===== config.mk =====
export PLATFORM = sky130hd
export DESIGN_NAME = hcmm_ram
export DESIGN_NICKNAME = d
export VERILOG_FILES = /design/src/hcmm_ram.sv
export SDC_FILE = /design/constraint.sdc
export NUM_CORES = 2
export LEC_CHECK = 0
export BUFFER_PORTS_ARGS = -buffer_cell sky130_fd_sc_hd__buf_2
export CORE_MARGIN = 8
export CORE_UTILIZATION = 35
export DETAILED_ROUTE_END_ITERATION = 12
export SYNTH_ARGS = -nofsm -noshare
export SYNTH_HDL_FRONTEND = slang
export SYNTH_SLANG_ARGS = --single-unit

===== constraint.sdc =====
create_clock -name clk -period 2.9 [get_ports clk]
set_input_delay 0.58 -clock clk [delete_from_list [all_inputs] [get_ports clk]]
set_output_delay 0.58 -clock clk [all_outputs]
set_load 0.01 [all_outputs]

===== src/hcmm_ram.sv =====
`timescale 1ns / 1ps
module hcmm_ram #(
  parameter int WIDTH = 8,
  parameter int DEPTH = 256
) (
  input  logic                     clk,
  input  logic                     we,
  input  logic [$clog2(DEPTH)-1:0] waddr,
  input  logic [WIDTH-1:0]         wdata,
  input  logic [$clog2(DEPTH)-1:0] raddr,
  output logic [WIDTH-1:0]         rdata
);
  logic [WIDTH-1:0] mem [DEPTH];

  always_ff @(posedge clk) begin
    if (we) begin
      mem[waddr] <= wdata;
    end
    rdata <= mem[raddr];
  end
endmodule


==> parameters.txt <==
Parameter                              Value

Clock tree
  Level count of the clock H-tree ... 4
  Clock tree from TritonCTS ... yes
  TritonCTS buffer count ... roughly 210
  Root Buffer ... clkbuf_16
  Clock Latency Late Sink ... 0.85 ns
  CTS hold repair buffers ... 0
  Number of clock sinks ... 2056
  Buffer depth of the longest clock path ... 3
  Clock-pin slew on the worst setup and hold paths ... 0.06 ns

Setup path
  Critical path fanouts, max ... 14
  Data arrival time at the worst-slack endpoint ... about 3.5 ns
  Category of cells accounting for the largest share of critical-path delay ... simple AND/OR/NAND/NOR gates
  Worst reg2reg path depth ... 6
  Most frequent CP cell ... nor4_1
  Crit path launch type ... input port
  Worst setup path class ... in2reg
  Cells along the critical path ... buf_8, buf_12, buf_4, mux4_2, a22oi_1, a21oi_1, nor4_1, nor4_1
  Biggest cell delay along the critical path ... between 1 and 1.5 ns
  Critical Path Slowest Stage Cell ... nor4_1
  Critical register-to-register path startpoint ... mem[83][1]
  Required time of the critical path ... 3.55 ns
  Capturing element type of the critical path ... flop
  Reg2Reg Setup Slack ... about 0.11 ns
  Count of buffer and inverter cells on the critical path ... 3
  Worst reg2reg endpoint ... rdata[1]

Drt
  Total number of vias ... between 40000 and 50000
  Number of DRC markers in iteration 0 ... ~4500
  Average vias per placed instance ... ~5.3
  Sum of routed wire length over all layers ... slightly above 200000 µm
  Avg WL per Cell ... approximately 27 µm
  Number of nets with antenna violations after detailed routing ... 0
  First drt pass iteration count ... 8
  Number of DRC violations after detailed routing ... 0

Layout
  Commonest non-fill, non-tap cells in the layout ... 2048 x edfxtp_1, 547 x buf_4, 454 x mux4_2
  Multi-input combinational cell area ... roughly 16000 µm²
  Commonest non-fill, non-tap cell in the layout ... edfxtp_1
  Fillers ... 19600
  Layout cells sized above 1 ... 0.312
  Area added between synthesis and finish ... 19.0%
  Number of nets in the layout ... approximately 4400
  Combined flip-flop and latch cell area ... a little over 60000 µm²

Timing
  Number of slew-limit violations in the final report ... 0
  Max-slew headroom ... 0.170
  Final setup vio count ... 0
  Maximum clock skew at final layout ... 0.0413 ns
  Achievable clock frequency ... 0.347 GHz
  Actual slew at the worst max-slew pin ... around 1.2 ns
  Worst hold slack ... about 0.15 ns
  Fin crit period ... a little under 3 ns
  Hold violation count in the final report ... 0
  Setup repair after global routing missed its margin ... false
  Share of the cycle needed by the critical path after routing ... 0.995

Hold path
  Worst hold path stage count ... 1
  Hold WC Path Type ... in2reg
  End of the worst hold path ... mem[65][1]
  Hold_sp ... wdata[1]

Global route
  Antenna violations before repair ... 16
  Total global routing track utilization ... 0.165
  Remaining global-route overflow ... 0
  Via count of the first global-routing pass ... 41300
  Largest net degree at the start of global routing ... approximately 110
  First-pass GRT wire length ... around 300000 µm

Synthesis
  Prevailing post-synth register cell ... edfxtp_1
  Post-synthesis sequential element count ... 2056
  Cell taking the most area after synthesis ... edfxtp_1
  EDFF count, synth ... between 2000 and 2500
  Yosys synthesis warning count ... 0
  Cell types with the largest area share after synthesis ... edfxtp_1 77%, mux4_2 13%, mux2i_1 1.7%, nor2_1 1.3%, a22oi_1 1.3%
  Number of different library cells in the post-synthesis netlist ... between 50 and 60
  Cells after synthesis ... approximately 3700
  Share of the synthesized area in the top cell type ... 0.773
  Post-synthesis net count ... around 3800
  Avg Synthesized Cell Area ... around 21 µm²
  Ys async rst share ... 0
  Cell Area, Synth ... just under 80000 µm²
  Share of the yosys chip area belonging to registers ... 0.775

Placed design
  Detailed placement HPWL ... 132000 µm
  Final estimated routing congestion in global placement ... 0.807
  Input/output buffers ... 33

Power
  Overall power ... between 0.06 and 0.07 W
  Power per cell area ... roughly 660 nW/µm²
  Maximum vdd ir drop ... between 500 and 600 µV
  Leak ... roughly 30 nW

Die
  Cell row count ... between 150 and 200
  Y dimension of the die ... 493 µm
  Area enclosed by the die boundary ... 243000 µm²
  Boundary pin count ... 34
  Placeable core area ... ~230000 µm²
  Die outline width ... roughly 500 µm
  Initial cell density of the core ... 0.351

Job
  Max capacitance violation total ... 0

Status
  Result of the run ... completed
-- sequential cells by signal (all words and copies together) (netlist names) --
name and count:
mem 2048, rdata 8
-- worst max-delay path by stage --
stage                    start       end  slack, ns  cells past startpoint
floorplan             raddr[0]  rdata[2]       0.38                      9
global placement      raddr[0]  rdata[4]      -0.79                      8
detailed placement    raddr[0]  rdata[4]      -0.83                      8
CTS                   raddr[0]  rdata[4]       0.07                      8
global route        mem[64][1]  rdata[1]      0.002                      6
finish                raddr[0]  rdata[4]       0.02                      8
-- kinds of logic after synthesis --
group / count (synthesis) / share of synthesized area
and+or+nand+nor: 466 / 0.0263
DFF: 2056 / 0.775
AOI/OAI and AO/OA: 385 / 0.0342
muxes: 591 / 0.146
buffers and inverters: 235 / 0.0183
-- metrics by stage --
step                      area (µm²)   util  cells  setup TNS, ns  setup WS, ns
final                          94700  0.418   7562              0        0.0152
after global routing           94700  0.418   7560              0       0.00178
after CTS                      94700  0.418   7555              0        0.0657
after detailed placement       87900  0.388   7168          -4.56        -0.829
after global placement         87900  0.388   7168          -4.55        -0.792
after floorplan                79600      -   3733              0         0.382
-- synth_stat cells (27+ instances only) --
cell type  instances
edfxtp_1        2048
mux4_2           454
nor2_1           282
mux2i_1          134
a22oi_1          133
clkbuf_1         111
a21oi_1           96
o221ai_1          46
nand3_1           34
nand2_1           33
buf_2             31
nor2b_1           31
o22ai_1           28
buf_4             27
-- layer usage --
metal	up-vias	GRT usage	routed length [µm]
met1	21500	0.227	85300
li1	17000	-	-
met4	4	0.0494	5720
met5	-	0	28
met3	289	0.0294	14000
met2	1510	0.270	99800
-- power by group --
| part | internal (W) | total, W | switching [W] |
|---|---|---|---|
| Sequential | 0.0328 | 0.0328 | 0.0000637 |
| Combinational | 0.00132 | 0.00334 | 0.00202 |
| Clock | 0.0149 | 0.0263 | 0.0115 |
| Total | 0.0489 | 0.0625 | 0.0135 |
-- final cells by class --
class / count / area share
repair buffers: 659 / 0.0632
flip-flops and latches: 2056 / 0.651
clock buffers: 259 / 0.0571
multi-input cells: 1442 / 0.174
clock inverters: 128 / 0.0144
well taps: 3009 / 0.0398
inverters: 2 / 0.0000793
diodes: 7 / 0.000185
-- repair_timing --
| item | CTS | global route |
|---|---|---|
| gates resized for setup | 1 | 0 |
| endpoints found under the setup margin | 1 | 0 |
| setup buffers | 0 | 0 |
Note: power is estimated with default switching activity, not from simulation.
