## src/hcmm_pkg.sv

```systemverilog
`timescale 1ns / 1ps
package hcmm_pkg;

  localparam logic [2:0] ACT_READ  = 3'd0;
  localparam logic [2:0] ACT_WRITE = 3'd1;
  localparam logic [2:0] ACT_TICK  = 3'd2;
  localparam logic [2:0] ACT_BTN   = 3'd3;
  localparam logic [2:0] ACT_BOOT  = 3'd4;

  localparam logic [2:0] RGN_ROM0 = 3'd0;
  localparam logic [2:0] RGN_ROM1 = 3'd1;
  localparam logic [2:0] RGN_VRAM = 3'd2;
  localparam logic [2:0] RGN_SRAM = 3'd3;
  localparam logic [2:0] RGN_OAM  = 3'd4;
  localparam logic [2:0] RGN_DISP = 3'd5;

  // Selects which internal store supplies the read byte.
  typedef enum logic [2:0] {
    SRC_NONE,
    SRC_FF,
    SRC_REG,
    SRC_BOOT,
    SRC_WRAM,
    SRC_HRAM
  } src_t;

  typedef struct packed {
    logic       valid;
    src_t       src;
    logic [7:0] reg_data;
    logic       ext;
    logic [2:0] region;
    logic       ext_wr;
    logic       ser_valid;
    logic [7:0] ser_byte;
  } stage_t;

  function automatic logic [7:0] audio_mask(input logic [4:0] idx);
    case (idx)
      5'd0:  audio_mask = 8'h80;
      5'd1:  audio_mask = 8'h3F;
      5'd4:  audio_mask = 8'hB8;
      5'd5:  audio_mask = 8'hFF;
      5'd6:  audio_mask = 8'h3F;
      5'd9:  audio_mask = 8'hB8;
      5'd10: audio_mask = 8'h7F;
      5'd11: audio_mask = 8'hFF;
      5'd12: audio_mask = 8'h9F;
      5'd14: audio_mask = 8'hB8;
      5'd15: audio_mask = 8'hFF;
      5'd16: audio_mask = 8'hFF;
      5'd19: audio_mask = 8'hBF;
      5'd22: audio_mask = 8'h70;
      default: audio_mask = 8'h00;
    endcase
  endfunction

endpackage

```

## src/hcmm_io.sv

```systemverilog
`timescale 1ns / 1ps
// I/O register file; decodes one accepted request and updates registers.
module hcmm_io (
  input  logic         clk,
  input  logic         rst,
  input  logic         fire,
  input  logic [2:0]   action,
  input  logic [15:0]  addr,
  input  logic [7:0]   wdata,
  input  logic [2:0]   button_index,
  input  logic         button_level,
  output logic [7:0]   reg_data,
  output logic         ser_valid,
  output logic [7:0]   ser_byte,
  output logic         overlay_off
);
  logic [7:0]  joypad, sdata, sctrl, tima, tma, tac, iflag, ienable;
  logic [7:0]  buttons;
  logic [15:0] cycle_count, div_base;
  logic [7:0]  audio [23];
  logic [7:0]  wave [16];
  logic [7:0]  joy_next, sctrl_next;
  logic [15:0] div_diff;
  logic        wr;

  assign wr = fire && action == hcmm_pkg::ACT_WRITE;
  assign div_diff = cycle_count - div_base;
  assign sctrl_next = 8'h7E | wdata;

  always_comb begin
    joy_next = 8'hCF | wdata;
    for (int k = 0; k < 4; k++) begin
      if (!joy_next[4] && !buttons[k]) joy_next[k] = 1'b0;
      if (!joy_next[5] && !buttons[k+4]) joy_next[k] = 1'b0;
    end
  end

  always_comb begin
    reg_data = 8'hFF;
    if (addr == 16'hFF00) reg_data = joypad;
    else if (addr == 16'hFF01) reg_data = sdata;
    else if (addr == 16'hFF02) reg_data = sctrl;
    else if (addr == 16'hFF04) reg_data = div_diff[15:8];
    else if (addr == 16'hFF05) reg_data = tima;
    else if (addr == 16'hFF06) reg_data = tma;
    else if (addr == 16'hFF07) reg_data = tac;
    else if (addr == 16'hFF0F) reg_data = iflag;
    else if (addr >= 16'hFF10 && addr <= 16'hFF26) reg_data = audio[5'(addr - 16'hFF10)];
    else if (addr[15:4] == 12'hFF3) reg_data = wave[addr[3:0]];
    else if (addr == 16'hFFFF) reg_data = ienable;
  end

  assign ser_valid = wr && addr == 16'hFF02 && sctrl_next[7];
  assign ser_byte  = ser_valid ? sdata : 8'h00;

  always_ff @(posedge clk) begin
    if (rst) begin
      joypad <= '0; sdata <= '0; sctrl <= '0; tima <= '0; tma <= '0; tac <= '0;
      iflag <= '0; ienable <= '0; buttons <= '1; cycle_count <= '0; div_base <= '0;
      overlay_off <= 1'b1;
      for (int i = 0; i < 23; i++) audio[i] <= '0;
      for (int i = 0; i < 16; i++) wave[i] <= '0;
    end else if (fire) begin
      if (action == hcmm_pkg::ACT_TICK) cycle_count <= cycle_count + 16'd1;
      if (action == hcmm_pkg::ACT_BTN) buttons[button_index] <= button_level;
      if (action == hcmm_pkg::ACT_BOOT) overlay_off <= 1'b0;
      if (wr) begin
        if (addr == 16'hFF00) joypad <= joy_next;
        if (addr == 16'hFF01) sdata <= wdata;
        if (addr == 16'hFF02) begin
          sctrl <= {1'b0, sctrl_next[6:0]};
          if (sctrl_next[7]) sdata <= 8'h00;
        end
        if (addr == 16'hFF04) div_base <= cycle_count;
        if (addr == 16'hFF05) tima <= wdata;
        if (addr == 16'hFF06) tma <= wdata;
        if (addr == 16'hFF07) tac <= 8'hF8 | wdata;
        if (addr == 16'hFF0F) iflag <= 8'hE0 | wdata;
        if (addr >= 16'hFF10 && addr <= 16'hFF26)
          audio[5'(addr - 16'hFF10)] <= hcmm_pkg::audio_mask(5'(addr - 16'hFF10)) | wdata;
        if (addr[15:4] == 12'hFF3) wave[addr[3:0]] <= wdata;
        if (addr == 16'hFF50) overlay_off <= 1'b1;
        if (addr == 16'hFFFF) ienable <= wdata;
      end
    end
  end

  // The emitted byte always comes with a cleared data register next cycle.
  a_ser_clear: assert property (@(posedge clk) disable iff (rst)
    ser_valid && fire |=> sdata == 8'h00 && !sctrl[7])
    else $error("serial data not cleared after emission");
  a_tick: assert property (@(posedge clk) disable iff (rst)
    fire && action == hcmm_pkg::ACT_TICK |=> cycle_count == $past(cycle_count) + 16'd1)
    else $error("cycle count did not advance");
  a_boot: assert property (@(posedge clk) disable iff (rst)
    fire && action == hcmm_pkg::ACT_BOOT |=> !overlay_off)
    else $error("boot load did not enable overlay");
endmodule
```

## config.mk

```make
export PLATFORM = sky130hd
export DESIGN_NAME = hcmm_io
export DESIGN_NICKNAME = d
export VERILOG_FILES = /design/src/hcmm_pkg.sv /design/src/hcmm_io.sv
export SDC_FILE = /design/constraint.sdc
export NUM_CORES = 1
export LEC_CHECK = 0
export BUFFER_PORTS_ARGS = -buffer_cell sky130_fd_sc_hd__clkbuf_2
export CORE_MARGIN = 4
export CORE_UTILIZATION = 60
export DETAILED_ROUTE_END_ITERATION = 10
export GPL_ROUTABILITY_DRIVEN = 0
export PLACE_DENSITY_LB_ADDON = 0.2
export SLEW_MARGIN = 20
export SYNTH_ARGS = -nofsm -noshare
export SYNTH_HDL_FRONTEND = slang
export SYNTH_SLANG_ARGS = --single-unit
```

## constraint.sdc

```tcl
create_clock -name clk -period 3.45 [get_ports clk]
set_input_delay 0.5175 -clock clk [delete_from_list [all_inputs] [get_ports clk]]
set_output_delay 0.5175 -clock clk [all_outputs]
set_load 0.03 [all_outputs]
```

==> qor.yml, run 1 <==
drive_above_1_share_pct: 21.2
drt_first_iter_violations: 1827
cp_common_cell: "mux4_2"
setup_tns_ns: -0.386
grt_use_total_pct: 29.1
final-hold-violation-count: 0
grt-ovfl-total: 0
cts_buffer_depth: 3
worstPathRequired_ns: 2.93
postRouteAntennaNets: 0
coreArea_sq_um: 36500
via_count: 15309
cp_slowest_cell: "mux4_2"
final-setup-viol-count: 3
drt_pass1_iterations: 9
p_total_uw: 12900
syn_area_sq_um: 22100
grt_pass1_vias: 14816
cts_max_level: 2
slew_headroom_pct: 37.7
tightest_slew_ns: 0.928
drt-total-wl_mm: 58.3
rsz0062_at_grt: "true"
synthCells: 1768
ys_types: 67
die_y_microns: 200
startpoint_type: "flip-flop"
synth_edf_count: 384
cts_root_buf: "clkbuf_16"
io_buffers: 51
die_x_microns: 200
maxCapViolations: 0
cts_made_buffers: 48
finalClockSkew_ns: 0.00757
die-area_sq_um: 40000
fmax_mhz: 265
hold_buffers: 0
period_share_pct: 109
period_needed_ns: 3.77
diodes: 0
status: "finished, violations left"
hold_ws_ns: 0.262
pin_count: 52
cts_tree: "built"
slew_viol_final: 0
cp_cell_sequence: "mux4_2 -> mux4_2 -> mux2i_2 -> nand2_1 -> a222oi_1 -> buf_4 -> a211oi_2 -> clkbuf_8"
antenna_found_initial: 0
start_util_pct: 60.6
leakage_uw: 0.0100
synth_area_leaders: "edfxtp_1 (52%), mux4_2 (11%), dfxtp_1 (8.3%), and3_1 (4.3%), nor2_1 (4.3%)"
grt_pass1_wl_mm: 87.9
clkSinkCount: 476
fin_area_sq_um: 25700
hold_class: "input pin to flip-flop"
dp_hpwl_mm: 38.7
crit_type: "flip-flop to output port"
placementRows: 70
avgSynthCellArea_sq_um: 12.5
yosys_most_used_dff: "edfxtp_1"
cp_num_buf_inv: 2
route.detailed.drc: 0
dpl_cell_area_sq_um: 23800
critPathMaxFanout: 1
endpoint_kind: "output port"
synthTopCellsByCount: "edfxtp_1 (384), nor2_1 (255), nand2_1 (156)"
syn_to_final_growth_pct: 15.9
cp_data_arrival_time_ns: 3.25
ir_worst_vdd_v: 0.000457
seq_area_frac_synth_pct: 60.4
slowest_delay_ns: 0.53
grt_max_degree: 125
ys_async_sr_fraction_pct: 0
fin_nets: 1968
synth_most_common_cell: "edfxtp_1"
setup_ws_ns: -0.318
yosys_warnings: 0
power.density_nw_per_um2: 503
wl_per_cell_microns: 24.1
ys_seq_elements: 476
synth_top_area_share_pct: 52.1
viasPerCell: 6.32
fin_util_pct: 70.2
violations: "setup timing"
yosys.area.top_type: "edfxtp_1"
path_clk_slew_ns: 0.06
crit_family: "multiplexers"
clock_latency_ns: 0.58
path summary, 6_finish.rpt:
check	start	to	slack [ns]	cells after the start
worst max-delay path	audio[11][5]$_SDFFCE_PN0P_	reg_data[5]	-0.32	8
worst min-delay path	fire	overlay_off$_SDFFE_PP1P_	0.26	3
worst max register to register	cycle_count[3]$_SDFFE_PP0P_	cycle_count[15]$_SDFFE_PP0P_	1.57	8
worst min register to register	div_base[11]$_SDFFE_PP0P_	div_base[11]$_SDFFE_PP0P_	0.45	2
worst reg2reg max path: cells and delay by family, from the launching register on:
kind,cells,cell delay (ns)
AND/OR/NAND/NOR,6,1.10
buffers and inverters,1,0.16
XOR/XNOR,1,0.15
flip-flops,1,0.35
cell usage in the layout, fill, tap and decap left out, drive strengths merged, types with 6 or more instances in the layout:
cell type,count
mux2i,33
buf,141
clkinv,22
mux4,108
and2,11
o21ai,29
nor4,8
xor2,16
edfxtp,384
nand3,26
nor2b,9
clkbuf,104
nor3,17
nand2,156
a21oi,77
a211oi,6
o221ai,12
and4,7
and3,153
nor2,256
a21o,19
inv,43
nand2b,36
ha,20
dfxtp,92
conb,64
a22oi,12
o31ai,6
routing by layer:
layer  vias to the layer above  wire (microns)  global-route usage, %
met5                         -               0                      0
met4                         0            2420                   11.1
met3                       144            5640                   4.95
met2                       835           28000                   46.4
met1                      7564           22200                   40.8
li1                       6766               -                      -
state kept, by name, indices dropped and copies added, names as in the netlist:
signal	count
audio	256
wave	128
cycle_count	16
div_base	16
buttons	8
ienable	8
sdata	8
tima	8
tma	8
joypad	7
iflag	6
tac	4
sctrl	2
overlay_off	1
power by group:
| part | leakage [uW] | internal, uW | total (uW) | switching, uW |
|---|---|---|---|---|
| Sequential | 0.00441 | 6470 | 6550 | 86.1 |
| Clock | 0.000785 | 3080 | 5290 | 2210 |
| Combinational | 0.00483 | 431 | 1060 | 632 |
stage by stage:
stage	std cells	setup WS (ns)
detailed placement	2321	-0.142
finish	2421	-0.318
floorplan	1831	0.0143
global route	2421	-0.349
CTS	2411	-0.250
global placement	2321	-0.103
repair_timing:
| item | in CTS | in global routing |
|---|---|---|
| gates resized for setup | 25 | 28 |
| pin swaps | 6 | 4 |
| setup buffers | 1 | 9 |
| setup endpoints to repair | 8 | 8 |
| gates cloned | 0 | 1 |
cell families after synthesis:
logic type,Yosys count,share of synthesized area (%)
AO/OA/AOI/OAI,209,6.19
other,1,0.0169
AND/OR/NAND/NOR,704,15.2
adder cells (fa/ha/maj),20,1.13
XOR/XNOR,21,0.831
flip-flops,476,60.4
buffers and inverters,196,3.74
multiplexers,141,12.5
cell type report:
cell class	count	area (sq um)
multi-input combinational	1159	8350
clock inverter	29	275
sequential	476	13400
clock buffer	60	1320
timing repair buffer	185	1580
fill	2500	10900
tap	468	586
inverter	44	169
Power figures use the tool's default switching activity.
==> inputs of run 2 (changes only) <==
--- a/config.mk
+++ b/config.mk
@@ -7,7 +7,7 @@
 export LEC_CHECK = 0
 export BUFFER_PORTS_ARGS = -buffer_cell sky130_fd_sc_hd__clkbuf_2
 export CORE_MARGIN = 4
-export CORE_UTILIZATION = 60
+export CORE_UTILIZATION = 57
 export DETAILED_ROUTE_END_ITERATION = 10
 export GPL_ROUTABILITY_DRIVEN = 0
 export PLACE_DENSITY_LB_ADDON = 0.2
==> constraint.sdc (replaced) <==
create_clock -name clk -period 3.21 [get_ports clk]
set_input_delay 0.4815 -clock clk [delete_from_list [all_inputs] [get_ports clk]]
set_output_delay 0.4815 -clock clk [all_outputs]
set_load 0.03 [all_outputs]
==> qor.yml, run 2 (synthesis results as in run 1) <==
top_regs: "audio x256, wave x128"
startpoint_type: "flip-flop"
dp_worst_setup_slack_ns: -0.205  # -0.0631 ns
r2r_setup_slack_ns: 1.29  # -0.28 ns
start_util_pct: 58.2  # -2.4 points
power.density_nw_per_um2: 518  # +3.0%
crit_family: "multiplexers"
grt-ovfl-total: 0  # unchanged
ir_worst_vdd_v: 0.000503  # +10%
crit_type: "flip-flop to output port"
rr_worst_depth: 8  # unchanged
worstPathRequired_ns: 2.73  # -0.20 ns
period_share_pct: 112
crit_end: "reg_data[5]"
grt_use_total_pct: 28.3  # -0.82 points
diodes: 0  # unchanged
cp_num_buf_inv: 1  # -1
grt_pass1_wl_mm: 90.1  # +2.4%
antenna_found_initial: 0  # unchanged
leakage_uw: 0.0103  # +2.5%
grt_pass1_vias: 15056  # +1.6%
final-hold-violation-count: 0  # unchanged
cp.depth: 7  # -1
cts_buffer_depth: 3  # unchanged
io_buffers: 51  # unchanged
finalClockSkew_ns: 0.00448  # -0.00309 ns
hold_class: "input pin to flip-flop"
cp_cell_sequence: "mux4_2 -> mux4_2 -> mux2i_2 -> nand2_1 -> a222oi_1 -> a211oi_2 -> clkbuf_8"
drive_above_1_share_pct: 24.4  # +3.2 points
layout_commonest_cell: "edfxtp_1"
setup_tns_ns: -1.52  # -1.13 ns
reg2reg_from: "cycle_count[5]$_SDFFE_PP0P_"
wl_per_cell_microns: 23.9  # -0.91%
tightest_slew_ns: 0.750  # -0.178 ns
dp_hpwl_mm: 40.1  # +3.7%
endpoint_kind: "output port"
via_count: 15542  # +1.5%
cp-startpoint: "audio[23][5]$_DFFE_PP_"
placementRows: 71  # +1.4%
die-area_sq_um: 42100  # +5.1%
drt-total-wl_mm: 59.8  # +2.5%
fin_nets: 2009  # +2.1%
clock_latency_ns: 0.58  # about the same
drt_pass1_iterations: 6  # -3
dpl_cell_area_sq_um: 24200  # +1.8%
final-setup-viol-count: 8  # +5
grt_max_degree: 125  # unchanged
setup_ws_ns: -0.379  # -0.0612 ns
maxCapViolations: 0  # unchanged
hold_buffers: 0  # unchanged
layout.cells.non_filler: 2505  # +3.5%
cp_data_arrival_time_ns: 3.11  # -0.14 ns
rsz0062_at_grt: "true"
regMostFlops: "audio"
critPathMaxFanout: 1  # unchanged
slew_headroom_pct: 50.0  # +12 points
slowest_delay_ns: 0.53  # about the same
fin_area_sq_um: 26300  # +2.6%
slew_viol_final: 0  # unchanged
die_x_microns: 205  # +2.5%
period_needed_ns: 3.59
pin_count: 52  # unchanged
cp_common_cell: "mux4_2"
r2r_end: "cycle_count[15]$_SDFFE_PP0P_"
placedCellCount: 2401  # +3.4%
postRouteAntennaNets: 0  # unchanged
drt_first_iter_violations: 1932  # +5.7%
path_clk_slew_ns: 0.06  # about the same
route.detailed.drc: 0  # unchanged
coreArea_sq_um: 38000  # +4.1%
cts_tree: "built"
status: "finished, violations left"
syn_to_final_growth_pct: 19.0
die_y_microns: 205  # +2.5%
clkSinkCount: 476  # unchanged
fillers: 2637  # +5.5%
viasPerCell: 6.20  # -1.9%
largest_reg_flops: 256  # unchanged
fin_util_pct: 69.3  # -0.98 points
cts_max_level: 2  # unchanged
layout_common_cells: "edfxtp_1 (384), nor2_1 (251), nand2_1 (156), and3_1 (153), buf_4 (152)"
cp_slowest_cell: "mux4_2"
cts_made_buffers: 49  # +2.1%
fmax_mhz: 279
violations: "setup timing"
cts_root_buf: "clkbuf_16"
==> run 2: changes by cell type in the layout (fill, tap and decap cells not counted), moves of 7 or more <==
cell	previous run	this run
clkbuf_1	7	14
dfxtp_1	89	80
ha_1	16	9
ha_4	1	9
dfxtp_2	2	12
buf_12	14	22
buf_4	120	152
==> run 2: worst min path at each step <==
stage	cells past startpoint	from	end	slack, ns
floorplan	2	tima[6]$_SDFFE_PP0P_	tima[6]$_SDFFE_PP0P_	0.43
global placement	2	tima[7]$_SDFFE_PP0P_	tima[7]$_SDFFE_PP0P_	0.44
detailed placement	2	div_base[6]$_SDFFE_PP0P_	div_base[6]$_SDFFE_PP0P_	0.44
CTS	3	fire	overlay_off$_SDFFE_PP1P_	0.16
global route	3	fire	overlay_off$_SDFFE_PP1P_	0.19
finish	3	fire	overlay_off$_SDFFE_PP1P_	0.18
==> run 2: report_power, final <==
part	total [uW]	internal (uW)	switching [uW]
registers	7040	6950	90.4
clock network	5440	3090	2350
logic	1170	485	681
==> run 2: area by class of cell <==
| class | count | area [sq um] | area share [%] |
|---|---|---|---|
| flip-flops and latches | 476 | 13400 | 50.8 |
| multi-input cells | 1159 | 8650 | 32.9 |
| well taps | 511 | 639 | 2.43 |
| clock buffers | 67 | 1340 | 5.07 |
| clock inverters | 23 | 191 | 0.727 |
| repair buffers | 225 | 1960 | 7.44 |
| inverters | 44 | 165 | 0.627 |
==> run 2: routing by layer <==
metal	track usage [%]	share of wire, %	vias up
li1	-	-	6853
met1	39.0	38	7669
met2	45.1	48	841
met3	5.33	10	179
met4	11.2	4.5	0
met5	0	0	-
==> run 2: tightest hold or removal path, cell delays in order <==
cell and delay [ns]:
clkbuf_2 0.11, nand4_1 0.07, o31ai_1 0.06
==> run 2: through the flow <==
stage               hold slack (ns)  power [uW]
global placement              0.438        8260
CTS                           0.156       13700
global route                  0.194       14000
finish                        0.179       13600
detailed placement            0.444        8290
floorplan                     0.427        7790
==> run 2: what timing repair did <==
| item | CTS | global route |
|---|---|---|
| cloned | 1 | 0 |
| buffers inserted | 2 | 11 |
| endpoints found under the setup margin | 8 | 8 |
| resized for setup | 47 | 52 |
| pin swaps | 18 | 27 |
